## config.mk

```make
export PLATFORM = sky130hd
export DESIGN_NAME = content_escape_decoder_top_flat
export DESIGN_NICKNAME = d
export VERILOG_FILES = /design/src/ced_pkg.sv /design/src/ced_in_if.sv /design/src/ced_out_if.sv /design/src/content_escape_decoder_top.sv /design/src/flat_wrapper.sv
export SDC_FILE = /design/constraint.sdc
export NUM_CORES = 1
export LEC_CHECK = 0
export ABC_AREA = 0
export BUFFER_PORTS_ARGS = -buffer_cell sky130_fd_sc_hd__buf_2
export CAP_MARGIN = 20
export CORE_ASPECT_RATIO = 1.4
export CORE_MARGIN = 2
export CORE_UTILIZATION = 45
export CTS_CLUSTER_DIAMETER = 50
export CTS_CLUSTER_SIZE = 40
export DETAILED_ROUTE_END_ITERATION = 12
export GPL_ROUTABILITY_DRIVEN = 0
export GPL_TIMING_DRIVEN = 1
export HOLD_SLACK_MARGIN = 0.08
export PLACE_DENSITY = 0.65
export SETUP_SLACK_MARGIN = 0.05
export SYNTH_ARGS = -nofsm -noshare
export SYNTH_HDL_FRONTEND = slang
export SYNTH_SLANG_ARGS = --single-unit
```

## constraint.sdc

```tcl
create_clock -name clk -period 3.97 [get_ports clk]
set_clock_uncertainty 0.2 [all_clocks]
set_input_delay 0.397 -clock clk [delete_from_list [all_inputs] [get_ports clk]]
set_output_delay 0.397 -clock clk [all_outputs]
set_load 0.01 [all_outputs]
```

## src/ced_pkg.sv

```systemverilog
// ----------------------------------------------------------------------------
// ced_pkg
// Types, character constants and helper functions for the content string
// escape decoder.
// ----------------------------------------------------------------------------
package ced_pkg;

  localparam int unsigned MaxResults = 5;
  localparam int unsigned CntW       = $clog2(MaxResults + 1);

  typedef logic [7:0]      char_t;
  typedef logic [CntW-1:0] cnt_t;

  localparam logic MODE_BYTE  = 1'b0;
  localparam logic MODE_REGEX = 1'b1;

  localparam char_t CHAR_BSLASH = 8'h5C;
  localparam char_t CHAR_PIPE   = 8'h7C;
  localparam char_t CHAR_X      = 8'h78;
  localparam char_t CHAR_NUL    = 8'h00;
  localparam char_t CHAR_SPACE  = 8'h20;
  localparam char_t CHAR_TAB    = 8'h09;

  function automatic logic [3:0] nibble_of(input char_t c);
    logic [3:0] r;
    r = 4'h0;
    if (c >= 8'h30 && c <= 8'h39) begin
      r = 4'(c - 8'h30);
    end else if (c >= 8'h41 && c <= 8'h46) begin
      r = 4'(c - 8'h41 + 8'd10);
    end else if (c >= 8'h61 && c <= 8'h66) begin
      r = 4'(c - 8'h61 + 8'd10);
    end
    return r;
  endfunction

  function automatic logic is_meta(input char_t c);
    logic r;
    case (c)
      8'h2E, 8'h5C, 8'h2A, 8'h2B, 8'h3F, 8'h28, 8'h29, 8'h5B,
      8'h5D, 8'h7B, 8'h7D, 8'h2C, 8'h5E, 8'h7C, 8'h2D: r = 1'b1;
      default: r = 1'b0;
    endcase
    return r;
  endfunction

endpackage

```

## src/ced_in_if.sv

```systemverilog
// ----------------------------------------------------------------------------
// ced_in_if
// Character input channel: valid, ready and one character with its end flag.
// ----------------------------------------------------------------------------
interface ced_in_if
  import ced_pkg::*;
  ();
  logic  valid;
  logic  ready;
  char_t in_char;
  logic  in_last;

  modport source (output valid, output in_char, output in_last, input ready);
  modport sink   (input valid, input in_char, input in_last, output ready);
endinterface

```

## src/ced_out_if.sv

```systemverilog
// ----------------------------------------------------------------------------
// ced_out_if
// Byte output channel: valid, ready and one output byte with its end flag.
// ----------------------------------------------------------------------------
interface ced_out_if
  import ced_pkg::*;
  ();
  logic  valid;
  logic  ready;
  char_t out_byte;
  logic  out_last;

  modport source (output valid, output out_byte, output out_last, input ready);
  modport sink   (input valid, input out_byte, input out_last, output ready);
endinterface

```

## src/content_escape_decoder_top.sv

```systemverilog
// ----------------------------------------------------------------------------
// content_escape_decoder_top
// Decodes content string characters into raw bytes or regex-escaped text.
//
//   channel   direction  payload             transfer when
//   in_chan   sink       in_char, in_last    valid & ready
//   out_chan  source     out_byte, out_last  valid & ready
//   cfg       write      cfg_wdata (mode)    cfg_we
//
// A character is decoded in the cycle it transfers into a result buffer of
// up to five bytes, which drains one byte per cycle while out_chan is ready.
// A new character is taken when the buffer is empty or its final byte
// transfers in the same cycle, so items with at most one result run at one
// per cycle while the output is not stalled. Reset empties the buffer and
// clears the decode state and the mode. A stalled output holds its byte.
// ----------------------------------------------------------------------------
module content_escape_decoder_top
  import ced_pkg::*;
(
  input  logic        clk,
  input  logic        rst_n,
  ced_in_if.sink      in_chan,
  ced_out_if.source   out_chan,
  input  logic        cfg_we,
  input  logic        cfg_wdata
);

  logic  mode_r;
  logic  hex_r, hex_nxt;
  logic  esc_r, esc_nxt;
  logic  held_r, held_nxt;
  char_t hchar_r, hchar_nxt;

  char_t buf_r [MaxResults];
  cnt_t  cnt_r;
  logic  last_r;

  char_t lst [MaxResults];
  cnt_t  n;
  logic  in_xfer, out_xfer, regex;
  char_t c;

  assign c        = in_chan.in_char;
  assign regex    = (mode_r == MODE_REGEX);
  assign out_xfer = out_chan.valid && out_chan.ready;
  assign in_chan.ready = (cnt_r == '0) || ((cnt_r == cnt_t'(1)) && out_chan.ready);
  assign in_xfer  = in_chan.valid && in_chan.ready;

  assign out_chan.valid    = (cnt_r != '0);
  assign out_chan.out_byte = buf_r[0];
  assign out_chan.out_last = last_r && (cnt_r == cnt_t'(1));

  always_comb begin
    for (int i = 0; i < MaxResults; i++) begin
      lst[i] = CHAR_NUL;
    end
    n         = '0;
    hex_nxt   = hex_r;
    esc_nxt   = esc_r;
    held_nxt  = held_r;
    hchar_nxt = hchar_r;
    if (esc_r) begin
      lst[n] = c;
      n = n + cnt_t'(1);
      esc_nxt = 1'b0;
    end else if (hex_r) begin
      if (c == CHAR_PIPE) begin
        hex_nxt  = 1'b0;
        held_nxt = 1'b0;
      end else if (c == CHAR_SPACE || c == CHAR_TAB) begin
        held_nxt = held_r;
      end else if (!held_r) begin
        hchar_nxt = c;
        held_nxt  = 1'b1;
      end else begin
        if (regex) begin
          lst[0] = CHAR_BSLASH;
          lst[1] = CHAR_X;
          lst[2] = hchar_r;
          lst[3] = c;
          n = cnt_t'(4);
        end else begin
          lst[0] = {nibble_of(hchar_r), nibble_of(c)};
          n = cnt_t'(1);
        end
        held_nxt = 1'b0;
      end
    end else if (c == CHAR_BSLASH) begin
      if (regex) begin
        lst[0] = CHAR_BSLASH;
        n = cnt_t'(1);
      end
      esc_nxt = 1'b1;
    end else if (c == CHAR_PIPE) begin
      hex_nxt  = 1'b1;
      held_nxt = 1'b0;
    end else begin
      if (regex && is_meta(c)) begin
        lst[n] = CHAR_BSLASH;
        n = n + cnt_t'(1);
      end
      lst[n] = c;
      n = n + cnt_t'(1);
    end
    if (in_chan.in_last) begin
      if (regex) begin
        lst[n] = CHAR_NUL;
        n = n + cnt_t'(1);
      end
      hex_nxt   = 1'b0;
      esc_nxt   = 1'b0;
      held_nxt  = 1'b0;
      hchar_nxt = CHAR_NUL;
    end
  end

  always_ff @(posedge clk) begin
    if (!rst_n) begin
      mode_r  <= MODE_BYTE;
      hex_r   <= 1'b0;
      esc_r   <= 1'b0;
      held_r  <= 1'b0;
      hchar_r <= CHAR_NUL;
      cnt_r   <= '0;
      last_r  <= 1'b0;
    end else begin
      if (cfg_we) begin
        mode_r <= cfg_wdata;
      end
      if (in_xfer) begin
        hex_r   <= hex_nxt;
        esc_r   <= esc_nxt;
        held_r  <= held_nxt;
        hchar_r <= hchar_nxt;
        cnt_r   <= n;
        last_r  <= in_chan.in_last;
      end else if (out_xfer) begin
        cnt_r <= cnt_r - cnt_t'(1);
      end
    end
  end

  always_ff @(posedge clk) begin
    if (in_xfer) begin
      for (int i = 0; i < MaxResults; i++) begin
        buf_r[i] <= lst[i];
      end
    end else if (out_xfer) begin
      for (int i = 0; i < MaxResults - 1; i++) begin
        buf_r[i] <= buf_r[i+1];
      end
      buf_r[MaxResults-1] <= CHAR_NUL;
    end
  end

endmodule

```

## src/flat_wrapper.sv

```systemverilog
// flat-port wrapper written by rule: the top's interface ports become plain ports
module content_escape_decoder_top_flat import ced_pkg::*;
  (clk, rst_n, cfg_we, cfg_wdata, in_chan_valid, in_chan_in_char, in_chan_in_last, in_chan_ready, out_chan_valid, out_chan_out_byte, out_chan_out_last, out_chan_ready);
  ced_in_if in_chan_i ();
  ced_out_if out_chan_i ();
  input  logic clk;
  input  logic rst_n;
  input  logic cfg_we;
  input  logic cfg_wdata;
  input wire logic [$bits(in_chan_i.valid)-1:0] in_chan_valid;
  input wire logic [$bits(in_chan_i.in_char)-1:0] in_chan_in_char;
  input wire logic [$bits(in_chan_i.in_last)-1:0] in_chan_in_last;
  output wire logic [$bits(in_chan_i.ready)-1:0] in_chan_ready;
  output wire logic [$bits(out_chan_i.valid)-1:0] out_chan_valid;
  output wire logic [$bits(out_chan_i.out_byte)-1:0] out_chan_out_byte;
  output wire logic [$bits(out_chan_i.out_last)-1:0] out_chan_out_last;
  input wire logic [$bits(out_chan_i.ready)-1:0] out_chan_ready;
  assign in_chan_i.valid = in_chan_valid;
  assign in_chan_i.in_char = in_chan_in_char;
  assign in_chan_i.in_last = in_chan_in_last;
  assign in_chan_ready = in_chan_i.ready;
  assign out_chan_valid = out_chan_i.valid;
  assign out_chan_out_byte = out_chan_i.out_byte;
  assign out_chan_out_last = out_chan_i.out_last;
  assign out_chan_i.ready = out_chan_ready;
  content_escape_decoder_top u_core (.clk(clk), .rst_n(rst_n), .in_chan(in_chan_i), .out_chan(out_chan_i), .cfg_we(cfg_we), .cfg_wdata(cfg_wdata));
endmodule
```

# Word level (Yosys, flattened, before mapping)
# Memories as Yosys holds them, arrays and structs flattened.
# Index checks and enable logic that the tools add are counted.
[word_totals]
ff_bits = 16
mem_count = 1
mem_bits_rw = 40
[memory_table]
columns = ["name", "depth", "word_bits", "rd", "rd_clocked_by_memory_dff", "write_ports", "line_no", "source"]
rows = [
  ["u_core.buf_r", 5, 8, 5, 0, 5, "content_escape_decoder_top.sv:34", "char_t buf_r [MaxResults];"],
]
[classes]
n_eq_ne = 24
n_mux = 88
n_bitwise = 9
order_cmp = 16
addsub = 13
n_reduce_logical = 24
[op_table]
columns = ["operator", "count"]
rows = [
  ["$mux W32", 6],
  ["$mux W8", 21],
  ["$mux W40", 3],
  ["$eq A8 B6 Y1 const B", 9],
  ["$eq A8 B7 Y1 const B", 7],
  ["$demux W8 S3", 2],
  ["$mux W3", 16],
  ["$and A40 B40 Y40", 1],
  ["$bwmux W40", 1],
  ["$not A40 Y40", 1],
  ["$ge A8 B7 Y1 const B", 4],
  ["$le A8 B7 Y1 const B", 4],
  ["$mux W1", 30],
  ["$mux W4", 6],
  ["$sub A4 B1 Y4 const B", 6],
  ["$mux W23", 1],
  ["$add A4 B4 Y4 const B", 4],
  ["$ge A8 B6 Y1 const B", 2],
  ["$le A8 B6 Y1 const B", 2],
  ["$reduce_or A15 Y1", 1],
  ["$mux W7", 2],
  ["$logic_and A1 B1 Y1", 13],
  ["$eq A8 B4 Y1 const B", 1],
  ["$ge A4 B4 Y1 const B", 2],
  ["other kinds (15)", 29],
]

# Longest topological paths before layout
[depth]
depth_word = 28
mapped_depth = 14
ltp_nobuf = 13

# Worst setup path after synthesis
# Ideal clock, no wire load.
[synth_timing]
path_kind = "input-to-reg"
startpoint = "input in_chan_in_char[0]"
endpoint = "register u_core.cnt_r[2]"
arrival_ps = 2581
required_ps = 3710
path_buffers = 2
setup_ps = 60
stages = 13
setup_slack_ps = 1129
path_cell_list = "inv_1 ha_1 buf_2 and3b_2 o21ai_1 nand4_1 clkbuf_1 o211ai_1 ha_1 nand2_1 a211o_1 o311ai_0 and3_1"
[synth_between]
elab_chain_cells = 22
[synth_lines]
columns = ["item", "line_no", "source"]
rows = [
  ["start: declaration", "flat_wrapper.sv:11", "input wire logic [$bits(in_chan_i.in_char)-1:0] in_chan_in_char;"],
  ["$eq A8 B6 Y1 (tied with other cells)", "ced_pkg.sv:39", "case (c)"],
  ["$reduce_or A15 Y1", "ced_pkg.sv:39", ""],
  ["$mux W1", "ced_pkg.sv:39", ""],
  ["$mux W1", "content_escape_decoder_top.sv:94", "end else if (c == CHAR_PIPE) begin"],
  ["$mux W1", "content_escape_decoder_top.sv:88", "end else if (c == CHAR_BSLASH) begin"],
  ["$mux W1", "content_escape_decoder_top.sv:66", "end else if (hex_r) begin"],
  ["$mux W1", "content_escape_decoder_top.sv:62", "if (esc_r) begin"],
  ["$logic_and A1 B1 Y1", "content_escape_decoder_top.sv:98", "if (regex && is_meta(c)) begin"],
  ["[6 not listed]", "-", ""],
  ["$mux W3", "content_escape_decoder_top.sv:94", ""],
  ["$mux W3", "content_escape_decoder_top.sv:88", ""],
  ["$mux W3 (*)", "content_escape_decoder_top.sv:66", ""],
  ["$mux W3 (*)", "content_escape_decoder_top.sv:62", ""],
  ["$add A3 B1 Y3", "content_escape_decoder_top.sv:108", "n = n + cnt_t'(1);"],
  ["$mux W3", "content_escape_decoder_top.sv:106", "if (regex) begin"],
  ["$mux W3 (*)", "content_escape_decoder_top.sv:105", "if (in_chan.in_last) begin"],
  ["$mux W3 (*)", "content_escape_decoder_top.sv:130", "if (in_xfer) begin"],
  ["end signal: assignment", "content_escape_decoder_top.sv:135", "cnt_r <= n;"],
  ["end signal: assignment", "content_escape_decoder_top.sv:138", "cnt_r <= cnt_r - cnt_t'(1);"],
  ["end: declaration", "content_escape_decoder_top.sv:35", "cnt_t cnt_r;"],
]
# Every way passes the cells marked *; elsewhere a longest branch is shown, timed or not. The select of a mux whose other input is x is not followed.
# A chain may end at the register's enable or synchronous reset.

# Worst setup path in the final report
# Ends and elaborated chain as after synthesis.

==> impl_metrics.ini <==
[setup_path]
rr_worst_depth = 10
crit_top_cell = ha_1
cp_slowest_cell = ha_1
end_kind = flop
worstPathArrival_ns = 2.94
crit_required_ns = 4.03
crit_chain = buf_2, inv_1, ha_1, and3b_2, o21ai_1, nand4_1, buf_4, o211ai_1, ha_1, nand2_1, a211o_1, o311ai_0, and3_1
slowest_delay_ns = 0.32
crit_fanout = 13
start_kind = input port
path_class = in2reg

[routing]
routed-via-count = 2518
drtIter0Drc = 167
wl_um = 7440
ant_nets = 0
dr.pass1.iters = 5
routedWlPerCell_um = 18.6
vias_per_cell = 6.30
remaining_drc_errors = 0

[sta]
slew_headroom_pct = 61.7
final.setup.tns_ns = 0
fin_crit_sh_pct = 72.6
hold_violations = 0
slew_viol_final = 0
rsz0062_at_grt = no
hold_ws_ns = 0.143
tightestPinTransition_ns = 0.566
fmax_mhz = 347
report.final.setup_viol = 0
period_needed_ns = 2.88
worst_slack_ns = 1.09

[place]
place.port_buffers = 25
place_ws_ns = 0.778
dpl_cell_area_um2 = 3110
dp.final_hpwl_um = 5360

[clocking]
htree_levels = 2
hold_buffers = 0
cts_resized = 0
clk_pin_slew_ns = 0.09
cts_made_buffers = 5
cts_tree = done
cts_root_buffer = clkbuf_8
ctsLongestPathBuffers = 2
clock_sinks = 48
clock_latency_ns = 0.31
postCtsSetupBuffers = 0

[power]
p_sw_share_pct = 34.7
switchingPower_uw = 584
ir_drop_mv = 0.266
pwr-share-comb_pct = 33.0
p_per_area_nw_per_um2 = 526
seqPwrFrac_pct = 49.9
leakagePower_uw = 0.00116
intPower_uw = 1100
power.total_uw = 1680
clock_power_share_pct = 17.1

[floorplanning]
die_h_um = 101
start_util_pct = 46.1
dieArea_um2 = 7360
pin_count = 26
die_x_um = 73.1
fp-row-count = 35
core_area_um2 = 6530

[logic_synthesis]
synth.avg_cell_area_um2 = 9.48
netlist_instances = 317
synth.distinct_cells = 64
synth-edff-count = 32
yosys_most_used_dff = edfxtp_1
synth-seq-cells = 48
ys_seq_area_share_pct = 42.6
async_reset_ff_share_pct = 0
netlist_area_um2 = 3010
syn_nets = 344
ys_warn_count = 0

[finish]
area_growth_pct = 6.29
fillers = 611
drive_gt1_share_pct = 14.7
final_area_um2 = 3190
antenna_cells = 0
nNetsFinal = 353

[hold_path]
hold_depth = 3
hold_class = in2reg

[global_routing]
grt_pass1_wl_um = 12500
track_usage_pct = 21.9
grt_pass1_vias = 2428
grt_max_degree = 33
overflow = 0
antenna_found_initial = 0

[outcome]
status = finished, final reports clean

[run]
maxCapViolations = 0
[critical path, delay by kind of cell]
| kind | cells | cell delay (ns) |
|---|---|---|
| adder cells (fa/ha/maj) | 2 | 0.49 |
| buffers and inverters | 3 | 0.53 |
| AND/OR/NAND/NOR | 4 | 0.73 |
| AO/OA/AOI/OAI | 4 | 0.77 |
[power groups by stage]
| stage | Clock [uW] | Sequential, uW | Combinational (uW) |
|---|---|---|---|
| final | 287 | 839 | 556 |
| after global routing | 311 | 858 | 622 |
| after CTS | 292 | 838 | 558 |
| after detailed placement | 0 | 850 | 556 |
| after global placement | 0 | 842 | 554 |
| after floorplan | 0 | 836 | 429 |
[kinds of logic (layout without fill, tap and decap cells)]
| group | after synthesis | after routing | synth area share [%] |
|---|---|---|---|
| adder cells (fa/ha/maj) | 12 | 12 | 5.00 |
| flip-flops | 48 | 48 | 42.6 |
| AND/OR/NAND/NOR | 108 | 108 | 20.2 |
| buffers and inverters | 42 | 51 | 6.66 |
| XOR/XNOR | 1 | 1 | 0.291 |
| AO/OA/AOI/OAI | 103 | 103 | 24.3 |
| multiplexers | 3 | 3 | 0.999 |
[placed cells by master (no fill, tap or decap), types with 5 or more instances in the layout]
cell type,n
edfxtp_1,32
o21ai_0,25
buf_2,25
nand2_1,23
dfxtp_1,16
nand3_1,15
nor2_1,15
inv_1,14
a22o_1,12
ha_1,12
a21oi_1,10
nor3_1,9
a22oi_1,8
nor2b_1,7
and2_1,7
nand4_1,6
clkbuf_8,5
buf_4,5
[final cells by class]
cell class              count  area [um^2]  area share, %
well taps                  74         92.6           2.90
multi-input cells         227         1520           47.7
repair buffers             30          163           5.09
clock buffers               5         68.8           2.15
flip-flops and latches     48         1280           40.1
inverters                  14         52.6           1.65
clock inverters             2         12.5          0.392
[metrics by stage]
| step | utilization, % | std cells |
|---|---|---|
| 2_1_floorplan | - | 317 |
| 3_3_place_gp | 47.7 | 393 |
| 3_5_place_dp | 47.7 | 393 |
| 4_1_cts | 49.0 | 400 |
| 5_1_grt | 49.0 | 400 |
| 6_report | 49.0 | 400 |
[final timing paths]
check / from / to / slack (ns)
max reg2reg: u_core.cnt_r[0]$_SDFFE_PN0P_ / u_core.buf_r[0][14]$_DFFE_PP_ / 1.22
min reg2reg: u_core.last_r$_SDFFE_PN0P_ / u_core.last_r$_SDFFE_PN0P_ / 0.27
max: in_chan_in_char[0] / u_core.cnt_r[2]$_SDFFE_PN0P_ / 1.09
min: cfg_wdata / u_core.mode_r$_SDFFE_PN0P_ / 0.14
[metal layers]
metal	GRT usage, %	up-vias	part of all wire, %
met2	37.1	93	50
met5	0	-	0
li1	-	1218	-
met3	2.80	22	4.8
met4	10.7	0	4.3
met1	26.9	1185	40
[state kept, by name, indices dropped and copies added (netlist names)]
name,count
u_core.mode_r,1
u_core.hchar_r,8
u_core.hex_r,1
u_core.last_r,1
u_core.buf_r,32
u_core.esc_r,1
u_core.held_r,1
u_core.cnt_r,3
[cells in the mapped netlist, types with 9 or more instances]
cell type	n	area share [%]
nor2_1	15	1.9
clkbuf_1	14	1.7
a22o_1	12	3.5
inv_1	14	1.7
nor3_1	9	1.5
o21ai_0	25	4.2
dfxtp_1	16	11
nand3_1	15	2.5
ha_1	12	5.0
nand2_1	23	2.9
edfxtp_1	32	32
a21oi_1	10	1.7
Power figures use the tool's default switching activity.
